$ cat src/dplc_pkg.sv
// Shared types, constants and register indexes of the duplex pump lead/lag controller.
package dplc_pkg;

  localparam int TIME_W = 32;
  localparam int RT_W = 32;
  localparam int LEVEL_W = 4;
  localparam int CFG_IDX_W = 3;
  localparam int CFG_DATA_W = 32;
  localparam int DIV_CNT_W = $clog2(TIME_W);

  localparam logic [CFG_IDX_W-1:0] REG_TIME_UNIT = 3'd0;
  localparam logic [CFG_IDX_W-1:0] REG_LAG_DELAY = 3'd1;
  localparam logic [CFG_IDX_W-1:0] REG_SWAP_THRESHOLD = 3'd2;
  localparam logic [CFG_IDX_W-1:0] REG_START_LEVEL = 3'd3;
  localparam logic [CFG_IDX_W-1:0] REG_STOP_LEVEL = 3'd4;

  localparam logic [TIME_W-1:0] TIME_UNIT_RESET = 32'd60000;
  localparam logic [RT_W-1:0] LAG_DELAY_RESET = 32'd5;
  localparam logic [RT_W-1:0] SWAP_THRESHOLD_RESET = 32'd60;
  localparam logic [LEVEL_W-1:0] START_LEVEL_RESET = 4'd5;
  localparam logic [LEVEL_W-1:0] STOP_LEVEL_RESET = 4'd3;

  typedef enum logic [2:0] {
    S_IDLE,
    S_LEAD_DIV,
    S_ACC_LOAD,
    S_ACC_DIV,
    S_COMMIT
  } state_t;

  typedef struct packed {
    logic accept;
    logic div_step;
    logic acc_load;
    logic commit;
  } ctrl_cmd_t;

  typedef struct packed {
    logic lead_running;
    logic acc_due;
    logic div_last;
    logic out_busy;
  } ctrl_sts_t;

endpackage

$ cat src/dplc_div.sv
// Serial restoring divider, one quotient bit per step.
module dplc_div (
  input  logic                          clk,
  input  logic                          rst,
  input  logic                          load,
  input  logic                          step,
  input  logic [dplc_pkg::TIME_W-1:0]   dividend,
  input  logic [dplc_pkg::TIME_W-1:0]   divisor,
  output logic [dplc_pkg::TIME_W-1:0]   quot,
  output logic                          last
);

  logic [dplc_pkg::TIME_W-1:0]    rem;
  logic [dplc_pkg::DIV_CNT_W-1:0] count;
  logic [dplc_pkg::TIME_W:0]      rem_sh;
  logic [dplc_pkg::TIME_W:0]      diff;

  assign rem_sh = {rem, quot[dplc_pkg::TIME_W-1]};
  assign diff = rem_sh - {1'b0, divisor};
  assign last = (count == dplc_pkg::DIV_CNT_W'(dplc_pkg::TIME_W - 1));

  always_ff @(posedge clk) begin
    if (rst) begin
      count <= '0;
    end else if (load) begin
      count <= '0;
    end else if (step) begin
      count <= count + 1'b1;
    end
  end

  always_ff @(posedge clk) begin
    if (load) begin
      rem <= '0;
      quot <= dividend;
    end else if (step) begin
      if (!diff[dplc_pkg::TIME_W]) begin
        rem <= diff[dplc_pkg::TIME_W-1:0];
        quot <= {quot[dplc_pkg::TIME_W-2:0], 1'b1};
      end else begin
        rem <= rem_sh[dplc_pkg::TIME_W-1:0];
        quot <= {quot[dplc_pkg::TIME_W-2:0], 1'b0};
      end
    end
  end

endmodule

$ cat src/dplc_datapath.sv
// Datapath: configuration, pump state, divider feed, commit logic and result register.
module dplc_datapath (
  input  logic                            clk,
  input  logic                            rst,
  input  logic                            cfg_we,
  input  logic [dplc_pkg::CFG_IDX_W-1:0]  cfg_index,
  input  logic [dplc_pkg::CFG_DATA_W-1:0] cfg_data,
  input  logic [dplc_pkg::LEVEL_W-1:0]    alarm_level,
  input  logic [dplc_pkg::TIME_W-1:0]     now_ms,
  input  logic                            out_ready,
  input  dplc_pkg::ctrl_cmd_t             cmd,
  output dplc_pkg::ctrl_sts_t             sts,
  output logic                            out_valid,
  output logic                            pump_one_on,
  output logic                            pump_two_on,
  output logic [dplc_pkg::RT_W-1:0]       pump_one_runtime,
  output logic [dplc_pkg::RT_W-1:0]       pump_two_runtime,
  output logic                            lead_is_pump_two
);

  logic [dplc_pkg::TIME_W-1:0]  time_unit_ms;
  logic [dplc_pkg::RT_W-1:0]    lag_delay_units;
  logic [dplc_pkg::RT_W-1:0]    swap_threshold_units;
  logic [dplc_pkg::LEVEL_W-1:0] start_level;
  logic [dplc_pkg::LEVEL_W-1:0] stop_level;

  logic [dplc_pkg::RT_W-1:0]    runtime_one;
  logic [dplc_pkg::RT_W-1:0]    runtime_two;
  logic [dplc_pkg::TIME_W-1:0]  last_account_ms;
  logic [dplc_pkg::TIME_W-1:0]  lead_start_ms;
  logic                         lag_start_pending;
  logic                         lead_running;
  logic                         lag_running;
  logic                         lead_on_two;

  logic [dplc_pkg::LEVEL_W-1:0] level_q;
  logic [dplc_pkg::TIME_W-1:0]  now_q;
  logic                         lag_due;
  logic                         acc_due_q;

  logic [dplc_pkg::TIME_W-1:0]  divisor;
  logic [dplc_pkg::TIME_W-1:0]  dividend;
  logic [dplc_pkg::TIME_W-1:0]  quot;
  logic                         div_last;
  logic [dplc_pkg::TIME_W-1:0]  elapsed_acc;

  logic                         start_hit;
  logic                         stop_hit;
  logic                         pend;
  logic                         lead_next;
  logic                         lag_next;
  logic                         pend_next;
  logic [dplc_pkg::TIME_W-1:0]  lead_start_next;
  logic                         one_gt;
  logic [dplc_pkg::RT_W-1:0]    gap;
  logic                         lead_on_two_next;
  logic                         drive_one;
  logic                         drive_two;
  logic [dplc_pkg::RT_W:0]      sum_one;
  logic [dplc_pkg::RT_W:0]      sum_two;
  logic [dplc_pkg::RT_W-1:0]    runtime_one_next;
  logic [dplc_pkg::RT_W-1:0]    runtime_two_next;

  assign divisor = (time_unit_ms == '0) ? dplc_pkg::TIME_W'(1) : time_unit_ms;
  assign elapsed_acc = now_q - last_account_ms;
  assign dividend = cmd.accept ? (now_ms - lead_start_ms) : elapsed_acc;

  dplc_div u_div (
    .clk      (clk),
    .rst      (rst),
    .load     (cmd.accept | cmd.acc_load),
    .step     (cmd.div_step),
    .dividend (dividend),
    .divisor  (divisor),
    .quot     (quot),
    .last     (div_last)
  );

  assign sts.lead_running = lead_running;
  assign sts.acc_due = (elapsed_acc > time_unit_ms);
  assign sts.div_last = div_last;
  assign sts.out_busy = out_valid & ~out_ready;

  always_ff @(posedge clk) begin
    if (rst) begin
      time_unit_ms <= dplc_pkg::TIME_UNIT_RESET;
      lag_delay_units <= dplc_pkg::LAG_DELAY_RESET;
      swap_threshold_units <= dplc_pkg::SWAP_THRESHOLD_RESET;
      start_level <= dplc_pkg::START_LEVEL_RESET;
      stop_level <= dplc_pkg::STOP_LEVEL_RESET;
    end else if (cfg_we) begin
      case (cfg_index)
        dplc_pkg::REG_TIME_UNIT: time_unit_ms <= cfg_data[dplc_pkg::TIME_W-1:0];
        dplc_pkg::REG_LAG_DELAY: lag_delay_units <= cfg_data[dplc_pkg::RT_W-1:0];
        dplc_pkg::REG_SWAP_THRESHOLD: swap_threshold_units <= cfg_data[dplc_pkg::RT_W-1:0];
        dplc_pkg::REG_START_LEVEL: start_level <= cfg_data[dplc_pkg::LEVEL_W-1:0];
        dplc_pkg::REG_STOP_LEVEL: stop_level <= cfg_data[dplc_pkg::LEVEL_W-1:0];
        default: ;
      endcase
    end
  end

  always_ff @(posedge clk) begin
    if (cmd.accept) begin
      level_q <= alarm_level;
      now_q <= now_ms;
    end
  end

  always_ff @(posedge clk) begin
    if (rst) begin
      lag_due <= 1'b0;
      acc_due_q <= 1'b0;
    end else if (cmd.accept) begin
      lag_due <= 1'b0;
      acc_due_q <= 1'b0;
    end else if (cmd.acc_load) begin
      lag_due <= lead_running & (quot > lag_delay_units);
      acc_due_q <= sts.acc_due;
    end
  end

  always_comb begin
    start_hit = (level_q >= start_level);
    stop_hit = (level_q <= stop_level);
    pend = lag_start_pending | lag_due;
    lead_next = lead_running;
    lag_next = lag_running;
    pend_next = pend;
    lead_start_next = lead_start_ms;
    if (start_hit && !lead_running) begin
      lead_next = 1'b1;
      lead_start_next = now_q;
      pend_next = 1'b0;
    end else if (start_hit && pend) begin
      lag_next = 1'b1;
      pend_next = 1'b0;
    end else if (stop_hit) begin
      lead_next = 1'b0;
      lag_next = 1'b0;
      pend_next = 1'b0;
    end

    one_gt = (runtime_one > runtime_two);
    gap = one_gt ? (runtime_one - runtime_two) : (runtime_two - runtime_one);
    lead_on_two_next = (gap > swap_threshold_units) ? (runtime_two < runtime_one)
                                                    : lead_on_two;
    drive_one = lead_on_two_next ? lag_next : lead_next;
    drive_two = lead_on_two_next ? lead_next : lag_next;

    sum_one = {1'b0, runtime_one} + {1'b0, quot};
    sum_two = {1'b0, runtime_two} + {1'b0, quot};
    runtime_one_next = runtime_one;
    runtime_two_next = runtime_two;
    if (acc_due_q && drive_one) begin
      runtime_one_next = (sum_one >= {1'b0, {dplc_pkg::RT_W{1'b1}}}) ?
                         {dplc_pkg::RT_W{1'b1}} : sum_one[dplc_pkg::RT_W-1:0];
    end
    if (acc_due_q && drive_two) begin
      runtime_two_next = (sum_two >= {1'b0, {dplc_pkg::RT_W{1'b1}}}) ?
                         {dplc_pkg::RT_W{1'b1}} : sum_two[dplc_pkg::RT_W-1:0];
    end
  end

  always_ff @(posedge clk) begin
    if (rst) begin
      runtime_one <= '0;
      runtime_two <= '0;
      last_account_ms <= '0;
      lead_start_ms <= '0;
      lag_start_pending <= 1'b0;
      lead_running <= 1'b0;
      lag_running <= 1'b0;
      lead_on_two <= 1'b0;
    end else if (cmd.commit) begin
      runtime_one <= runtime_one_next;
      runtime_two <= runtime_two_next;
      if (acc_due_q) begin
        last_account_ms <= now_q;
      end
      lead_start_ms <= lead_start_next;
      lag_start_pending <= pend_next;
      lead_running <= lead_next;
      lag_running <= lag_next;
      lead_on_two <= lead_on_two_next;
    end
  end

  always_ff @(posedge clk) begin
    if (rst) begin
      out_valid <= 1'b0;
    end else if (cmd.commit) begin
      out_valid <= 1'b1;
    end else if (out_ready) begin
      out_valid <= 1'b0;
    end
  end

  always_ff @(posedge clk) begin
    if (cmd.commit) begin
      pump_one_on <= drive_one;
      pump_two_on <= drive_two;
      pump_one_runtime <= runtime_one_next;
      pump_two_runtime <= runtime_two_next;
      lead_is_pump_two <= lead_on_two_next;
    end
  end

endmodule

$ cat src/dplc_ctrl.sv
// Controller state machine sequencing accept, up to two divisions and commit.
module dplc_ctrl (
  input  logic                clk,
  input  logic                rst,
  input  logic                in_valid,
  output logic                in_ready,
  input  dplc_pkg::ctrl_sts_t sts,
  output dplc_pkg::ctrl_cmd_t cmd
);

  dplc_pkg::state_t state;
  dplc_pkg::state_t state_next;

  always_ff @(posedge clk) begin
    if (rst) begin
      state <= dplc_pkg::S_IDLE;
    end else begin
      state <= state_next;
    end
  end

  always_comb begin
    state_next = state;
    cmd = '0;
    in_ready = 1'b0;
    case (state)
      dplc_pkg::S_IDLE: begin
        in_ready = 1'b1;
        if (in_valid) begin
          cmd.accept = 1'b1;
          state_next = sts.lead_running ? dplc_pkg::S_LEAD_DIV : dplc_pkg::S_ACC_LOAD;
        end
      end
      dplc_pkg::S_LEAD_DIV: begin
        cmd.div_step = 1'b1;
        if (sts.div_last) begin
          state_next = dplc_pkg::S_ACC_LOAD;
        end
      end
      dplc_pkg::S_ACC_LOAD: begin
        cmd.acc_load = 1'b1;
        state_next = sts.acc_due ? dplc_pkg::S_ACC_DIV : dplc_pkg::S_COMMIT;
      end
      dplc_pkg::S_ACC_DIV: begin
        cmd.div_step = 1'b1;
        if (sts.div_last) begin
          state_next = dplc_pkg::S_COMMIT;
        end
      end
      dplc_pkg::S_COMMIT: begin
        if (!sts.out_busy) begin
          cmd.commit = 1'b1;
          state_next = dplc_pkg::S_IDLE;
        end
      end
      default: begin
        state_next = dplc_pkg::S_IDLE;
      end
    endcase
  end

endmodule

$ cat src/duplex_pump_lead_lag_controller_core.sv
// Top level of the duplex pump lead/lag controller.
//
// Input channel (in_valid/in_ready) transfers one control step: alarm_level
// and the millisecond timestamp now_ms. Output channel (out_valid/out_ready)
// transfers one result per step: both pump drives, both runtimes and the
// lead assignment. Registers are written through cfg_we/cfg_index/cfg_data by
// the user only while the block is idle, not enforced by it; index 0 unit ms,
// 1 lag delay, 2 swap threshold, 3 start level, 4 stop level; others are ignored.
// A step runs from transfer in to the next in_ready through accept, the
// divisions and commit: one 32-step serial divider computes the lead run
// time in units (only while the lead pump runs) and then, after a reload,
// the elapsed accounting units (only when more than one unit has passed),
// one quotient bit per cycle.
// The result sits in an output register; the next step is taken while it
// waits. If the receiver stalls, the following step holds before commit
// until the pending result is transferred.
// Reset (rst, synchronous) restores register defaults, clears runtimes,
// timestamps and pump state, and empties the output register.
module duplex_pump_lead_lag_controller_core (
  input  logic                            clk,
  input  logic                            rst,
  input  logic                            cfg_we,
  input  logic [dplc_pkg::CFG_IDX_W-1:0]  cfg_index,
  input  logic [dplc_pkg::CFG_DATA_W-1:0] cfg_data,
  input  logic                            in_valid,
  output logic                            in_ready,
  input  logic [dplc_pkg::LEVEL_W-1:0]    alarm_level,
  input  logic [dplc_pkg::TIME_W-1:0]     now_ms,
  output logic                            out_valid,
  input  logic                            out_ready,
  output logic                            pump_one_on,
  output logic                            pump_two_on,
  output logic [dplc_pkg::RT_W-1:0]       pump_one_runtime,
  output logic [dplc_pkg::RT_W-1:0]       pump_two_runtime,
  output logic                            lead_is_pump_two
);

  dplc_pkg::ctrl_cmd_t cmd;
  dplc_pkg::ctrl_sts_t sts;

  dplc_ctrl u_ctrl (
    .clk      (clk),
    .rst      (rst),
    .in_valid (in_valid),
    .in_ready (in_ready),
    .sts      (sts),
    .cmd      (cmd)
  );

  dplc_datapath u_datapath (
    .clk              (clk),
    .rst              (rst),
    .cfg_we           (cfg_we),
    .cfg_index        (cfg_index),
    .cfg_data         (cfg_data),
    .alarm_level      (alarm_level),
    .now_ms           (now_ms),
    .out_ready        (out_ready),
    .cmd              (cmd),
    .sts              (sts),
    .out_valid        (out_valid),
    .pump_one_on      (pump_one_on),
    .pump_two_on      (pump_two_on),
    .pump_one_runtime (pump_one_runtime),
    .pump_two_runtime (pump_two_runtime),
    .lead_is_pump_two (lead_is_pump_two)
  );

endmodule

$ cat config.mk
export PLATFORM = sky130hd
export DESIGN_NAME = duplex_pump_lead_lag_controller_core
export DESIGN_NICKNAME = d
export VERILOG_FILES = /design/src/dplc_pkg.sv /design/src/dplc_div.sv /design/src/dplc_datapath.sv /design/src/dplc_ctrl.sv /design/src/duplex_pump_lead_lag_controller_core.sv
export SDC_FILE = /design/constraint.sdc
export NUM_CORES = 1
export LEC_CHECK = 0
export BUFFER_PORTS_ARGS = -buffer_cell sky130_fd_sc_hd__buf_2
export CORE_UTILIZATION = 60
export DETAILED_ROUTE_END_ITERATION = 10
export PLACE_DENSITY = 0.78
export SYNTH_ARGS = -nofsm -noshare
export SYNTH_HDL_FRONTEND = slang
export SYNTH_SLANG_ARGS = --single-unit
$ cat constraint.sdc
create_clock -name clk -period 8.1 [get_ports clk]
set_input_delay 1.62 -clock clk [delete_from_list [all_inputs] [get_ports clk]]
set_output_delay 1.62 -clock clk [all_outputs]
set_load 0.02 [all_outputs]
After elaboration in Yosys (flattened, before gate mapping)
Index checks and enable logic that the tools add are counted.
Cells by class
  order comparisons: 9
  reductions and logical operators: 21
  bitwise gates (word level): 5
  equality and inequality tests: 13
  mux-type cells: 39
  $add $sub $neg: 8
Operators with widths (count)
  $mux 32: 10
  $gt 32x32->1: 4
  $sub 32x32->32: 4
  $add 32x32->33: 2
  $ge 33x32->1 const B: 2
  $sub 33x32->33: 1
  $logic_not 32->1: 1
  $lt 32x32->1: 1
  $mux 1: 22
  $mux 3: 5
  $pmux 3 s5: 1
  $reduce_and 2->1: 7
  $eq 3x2->1 const B: 4
  $eq 3x1->1 const B: 2
  $eq 3x3->1 const B: 2
  $logic_not 3->1: 2
  $reduce_or 2->1: 3
  $add 5x1->5 const B: 1
  $eq 5x5->1 const B: 1
  $ge 4x4->1: 1
  $le 4x4->1: 1
  $logic_and 1x1->1: 4
  $ne 2x1->1 const B: 2
  $ne 2x2->1 const B: 2
  7 further kinds: 10
Storage, ports and cells
  bits of input ports: 76
  word-level logic and storage cells: 122
  register bits after elaboration: 414

Depth between registers and ports, before layout
  depth after elaboration: 7
  mapped depth: 31

Cells and area by module
From an unflattened synthesis, not the netlist that was laid out.
Second synthesis, totals
  cell total of the unflattened synthesis: 3847
  area total of the unflattened synthesis: 31103.6 um^2
Modules (own cells, without submodules)
  dplc_datapath: times used 1, area each 25687.1 um^2, seq. area each 7877.6 um^2, cells each 3230
  dplc_div: times used 1, area each 5186.2 um^2, seq. area each 1701.6 um^2, cells each 590
  dplc_ctrl: times used 1, area each 230.2 um^2, seq. area each 60.1 um^2, cells each 27

Worst setup path after synthesis
No wires, ideal clock.
  path kind: reg-to-reg
  start: reg u_datapath.runtime_two[8] (netlist name)
  end: reg u_datapath.pump_one_runtime[29] (netlist name) (data pin)
  buffers on the path: 5
  library setup time: 262 ps
  period minus slack after synthesis: 5628 ps
  setup slack: 2472 ps
  data arrival time: 5366 ps
  cell stages (with the launch flop): 28
  path through: dfxtp_1 -> inv_1 -> ha_1 -> clkbuf_1 -> and4_1 -> nor2b_1 -> and3_1 -> nor2b_1 -> o21ai_2 -> o21ai_1 -> buf_2 -> buf_1 -> buf_2 -> mux2i_1 -> xnor2_1 -> ha_1 -> nand2_1 -> or4_1 -> o311ai_2 -> a31oi_2 -> a21o_4 -> a21oi_4 -> inv_2 -> a211oi_2 -> buf_4 -> nand2_2 -> nor4_2 -> nor2_1
On the way
  longest elaborated chain between the ends: 7
  elaborated cells on any way between the ends: 10
  those cells by class: add/sub: 2; order compare: 3; mux: 4; reduce/logical: 1
RTL lines
  start: declaration: RTL line dplc_datapath.sv:28  | logic [dplc_pkg::RT_W-1:0] runtime_two;
  start signal: assignment: RTL line dplc_datapath.sv:177  | runtime_two <= runtime_two_next;
  $sub 32x32->32 / $gt 32x32->1 (equally long branches): RTL line dplc_datapath.sv:145, dplc_datapath.sv:144
  $mux 32: RTL line dplc_datapath.sv:145  | gap = one_gt ? (runtime_one - runtime_two) : (runtime_two - runtime_one);
  $gt 32x32->1: RTL line dplc_datapath.sv:146  | lead_on_two_next = (gap > swap_threshold_units) ? (runtime_two < runtime_one)
  $mux 1 (*): RTL line dplc_datapath.sv:146
  via u_datapath.lead_on_two_next: RTL line dplc_datapath.sv:56  | logic lead_on_two_next;
  $mux 1 (*): RTL line dplc_datapath.sv:148  | drive_one = lead_on_two_next ? lag_next : lead_next;
  $logic_and 1x1->1 (*): RTL line dplc_datapath.sv:155  | if (acc_due_q && drive_one) begin
  $mux 32 (*): RTL line dplc_datapath.sv:155
  via u_datapath.runtime_one_next, one bit: RTL line dplc_datapath.sv:61  | logic [dplc_pkg::RT_W-1:0] runtime_one_next;
  end signal: assignment: RTL line dplc_datapath.sv:203  | pump_one_runtime <= runtime_one_next;
  end: declaration: RTL line dplc_datapath.sv:16  | output logic [dplc_pkg::RT_W-1:0] pump_one_runtime,
Mark *: on every way through the listed nets, which the timed path passes. The rest lies on a longest branch.
A chain may end at the register's enable or synchronous reset.

Final worst setup path
  start: reg u_datapath.runtime_two[27] (netlist name)
  end: reg u_datapath.pump_two_runtime[31] (netlist name) (data pin)
On the way
  longest elaborated chain between the ends: 7
  elaborated cells on any way between the ends: 13
  those cells by class: add/sub: 3; order compare: 4; mux: 5; reduce/logical: 1
RTL lines
  $sub 32x32->32 / $gt 32x32->1 (equally long branches): RTL line dplc_datapath.sv:145, dplc_datapath.sv:144
  $mux 32: RTL line dplc_datapath.sv:145
  $gt 32x32->1: RTL line dplc_datapath.sv:146
  $mux 1 (*): RTL line dplc_datapath.sv:146
  via u_datapath.lead_on_two_next: RTL line dplc_datapath.sv:56
  $mux 1 (*): RTL line dplc_datapath.sv:149  | drive_two = lead_on_two_next ? lead_next : lag_next;
  $logic_and 1x1->1 (*): RTL line dplc_datapath.sv:159  | if (acc_due_q && drive_two) begin
  $mux 32 (*): RTL line dplc_datapath.sv:159
  via u_datapath.runtime_two_next, one bit: RTL line dplc_datapath.sv:62  | logic [dplc_pkg::RT_W-1:0] runtime_two_next;
  end signal: assignment: RTL line dplc_datapath.sv:204  | pump_two_runtime <= runtime_two_next;
  end: declaration: RTL line dplc_datapath.sv:17  | output logic [dplc_pkg::RT_W-1:0] pump_two_runtime,
Marks and branches as above.

==> summary.json <==
{
  "timing": {
    "fmaxAchievable_ghz": 0.1390,
    "fin_tns_setup_ps": 0,
    "final-max-slew-violation-count": 0,
    "post_route_worst_hold_slack_ps": 452.3,
    "setup_viol_count_final": 0,
    "worstMarginPinSlew_ps": 1139,
    "rsz0062_at_grt": "false",
    "timing.max_slew.rel_slack_pct": 23.87,
    "min_period_ps": 7195,
    "finalClockSkew_ps": 31.35,
    "min_period_over_period_pct": 88.83,
    "timing_hold_violations_final": 0
  },
  "route": {
    "routed-via-count": 27710,
    "top_layer": "met4",
    "detailed_route_drc_error_count": 0,
    "wl_met1_um": 36840,
    "routed_wl_um": 90070,
    "met3RoutedLength_um": 6169,
    "antenna_violating_nets_post_route": 0,
    "detail_route.vias_per_cell": 6.131,
    "tritonroute_pass_1_iters": 6,
    "detail_route.iter0.violations": 2258,
    "post_drt_wl_per_cell_um": 19.93,
    "met2_wirelength_um": 41550
  },
  "power": {
    "pwr-share-seq_pct": 32.2,
    "power_density_nw_per_um2": 266.0,
    "switching_share_pct": 41.15,
    "power_internal_mw": 5.151,
    "pwr-share-comb_pct": 44.1,
    "power_leakage_nw": 13.64,
    "pwr-share-clk_pct": 23.7,
    "switchingPower_mw": 3.602,
    "vdd.ir_drop.worst_mv": 0.3465
  },
  "yosys": {
    "post-synth-top-area-fraction_pct": 18.41,
    "synth.top_cells.by_area": "dfxtp_1 18%, ha_1 14%, edfxtp_1 13%",
    "dominantRegCellSynth": "dfxtp_1",
    "postSynthNetCount": 4165,
    "yosys_register_bits": 414,
    "synth-seq-area-share_pct": 31.78,
    "synth_top_cells_by_count": "510 x nand2_1, 445 x a21oi_1, 339 x inv_1, 328 x ha_1, 286 x nor2_1",
    "synth-edff-count": 135,
    "yosys_warnings": 0,
    "synth.lib_cells_used.distinct": 89,
    "yosys.cell_count.top_type": "nand2_1",
    "syn-cell-area_sq_um": 30330,
    "synth_cells": 3754,
    "postSynthAreaPerCell_sq_um": 8.080,
    "ys_async_rst_share_pct": 0,
    "yosys.area.top_type": "dfxtp_1"
  },
  "worst_setup_path": {
    "regToRegEndpoint": "u_datapath.pump_two_runtime[31]",
    "crit_type": "reg2reg",
    "reg2reg_from": "u_datapath.runtime_two[27]",
    "timing.critical_path.fanout_max": 65,
    "reg2reg_depth": 25,
    "critPathRequiredTime_ps": 8450,
    "reg2reg_slack_ps": 900,
    "cp-end-kind": "register",
    "cp-start-kind": "register",
    "crit_arrival_ps": 7540
  },
  "floorplan": {
    "die-width_um": 226.9,
    "design.portCount": 145,
    "dieHeight_um": 226.9,
    "dieArea_sq_um": 51460,
    "row_count": 82,
    "fp.coreArea_sq_um": 49970,
    "floorplan.initialDensity_pct": 60.71
  },
  "outcome": {
    "status": "finished, final reports clean"
  },
  "clocking": {
    "cts_setup_buffers": 0,
    "clock_pin_slew_on_the_worst_setup_and_hold_paths_ps": 60,
    "clk_latency_ps": 610,
    "cts_root_buf": "clkbuf_16",
    "cts_resized": 0,
    "post_cts_hold_buffer_count": 0,
    "cts_tree": "built",
    "h_tree_lvl_count": 2,
    "cts_max_path_buffers": 3,
    "cts_made_buffers": 47,
    "tritoncts_num_sinks": 414
  },
  "finish": {
    "fin_area_sq_um": 32900,
    "fillers": 4345,
    "fin_util_pct": 65.85,
    "area_growth_syn_to_layout_pct": 8.460,
    "layoutNonFillerInstCount": 4520,
    "design.final.nets": 4222,
    "drive_above_1_share_pct": 8.372
  },
  "placement": {
    "placement.cell_area_sq_um": 31440,
    "placedCellCount": 4434,
    "buffer_ports.inserted": 144,
    "detailed_place_hpwl_um": 68270,
    "gp_congestion": 1.009
  },
  "run": {
    "cap_viol_max_count": 0
  },
  "worst_hold_path": {
    "hp-start": "u_datapath.lead_start_ms[11]",
    "hold-path-cell-count": 2,
    "hold_path_end": "u_datapath.lead_start_ms[11]",
    "worstHoldPathType": "reg2reg"
  },
  "global_routing": {
    "antenna_found_initial": 1,
    "maximum_number_of_pins_on_one_net_before_global_route_repair": 82,
    "global_route.usage.total_pct": 34.74,
    "grt_first_pass_wirelength_um": 139400,
    "first_global_vias": 25700,
    "grt_total_ovfl": 0
  }
}
-- stage by stage --
step,total power [mW],setup slack [ps]
finish,8.752,904.8
floorplan,5.575,2472
global placement,6.558,1247
detailed placement,6.611,1116
global route,9.233,484.3
CTS,8.701,1054
-- worst max-delay path: stages (launching register included) --
cell and delay (ps):
dfxtp_1 410, inv_1 60, ha_1 560, nand4_1 210
nor4_2 500, and3_1 370, nor2b_1 90, o21ai_2 100
o21ai_4 80, buf_4 260, mux2_4 370, o31a_1 330
o41ai_2 280, xor2_1 140, ha_1 320, nand4_1 140
nor3_1 390, o311ai_2 190, a31oi_2 300, a211oi_4 100
a21oi_4 170, inv_2 110, a211oi_4 220, buf_4 590
nor2_1 80, a21oi_1 400
-- logic make-up after synthesis --
| group | after synthesis | share of synthesized area, % |
|---|---|---|
| fa+ha+maj | 335 | 13.99 |
| buf+inv | 507 | 6.699 |
| simple gates | 1147 | 16.83 |
| mux | 61 | 2.058 |
| flops | 414 | 31.78 |
| compound gates | 1140 | 24.31 |
| xor+xnor | 150 | 4.331 |
-- power by group through the flow --
stage                     Sequential [mW]  Combinational (mW)  Clock, mW
after detailed placement             2.84                3.77          0
after global routing                 2.83                4.23       2.17
after global placement               2.84                3.72          0
final                                2.82                3.86       2.07
after floorplan                      2.64                2.93          0
after CTS                            2.80                3.80       2.10
-- state kept, by name (all words and copies together), names as in the netlist, 3 cells and up --
signal                           count
u_datapath.pump_two_runtime         32
u_datapath.runtime_one              32
u_datapath.lead_start_ms            32
u_datapath.now_q                    32
u_datapath.runtime_two              32
u_datapath.u_div.rem                32
u_datapath.stop_level                4
u_datapath.time_unit_ms             32
u_datapath.pump_one_runtime         32
u_datapath.swap_threshold_units     32
u_datapath.start_level               4
u_datapath.u_div.count               5
u_datapath.lag_delay_units          32
u_datapath.u_div.quot               32
u_datapath.level_q                   4
u_datapath.last_account_ms          32
u_ctrl.state                         3
-- final cells by class --
class / instances / area, sq um / share of cell area, %
Inverter: 341 / 1282 / 3.898
Timing Repair Buffer: 174 / 964.7 / 2.932
Clock inverter: 16 / 162.7 / 0.4944
Clock buffer: 68 / 1296 / 3.940
Multi-Input combinational cell: 2833 / 18710 / 56.87
Sequential cell: 414 / 9639 / 29.30
Antenna cell: 2 / 5.005 / 0.01521
Tap cell: 672 / 840.8 / 2.556
-- how the worst max path moves through the flow --
stage / from / endpoint / slack (ps) / depth (start not counted)
5_1_grt: u_datapath.runtime_two[27] / u_datapath.pump_one_runtime[11] / 480 / 25
3_5_place_dp: u_datapath.runtime_two[27] / u_datapath.pump_one_runtime[8] / 1120 / 25
2_1_floorplan: u_datapath.runtime_two[8] / u_datapath.pump_one_runtime[29] / 2470 / 27
6_report: u_datapath.runtime_two[27] / u_datapath.pump_two_runtime[31] / 900 / 25
4_1_cts: u_datapath.runtime_two[27] / u_datapath.pump_one_runtime[11] / 1050 / 25
3_3_place_gp: u_datapath.runtime_two[27] / u_datapath.pump_one_runtime[29] / 1250 / 25
-- metal layers --
| layer | vias up | GRT usage (%) |
|---|---|---|
| met2 | 1090 | 57.08 |
| met3 | 268 | 4.147 |
| met4 | 0 | 20.64 |
| met1 | 12940 | 43.74 |
| li1 | 13410 | - |
| met5 | - | 0 |
-- placed cells by master, fill, tap and decap left out, types with 30 or more instances in the layout --
cell	instances
and3_1	30
a21o_1	124
o211ai_1	40
mux2i_1	53
o21bai_1	59
o21a_1	41
nand4_1	52
clkbuf_16	48
buf_2	143
edfxtp_1	135
o21ai_0	152
nor3_1	52
ha_1	328
nand2_1	510
a21oi_1	445
nand3_1	63
inv_1	337
xnor2_1	90
nor2_1	284
a211oi_2	30
dfxtp_1	279
a31oi_1	56
nor2b_1	40
xor2_1	60
No activity file was read; power rests on OpenSTA's default activity.
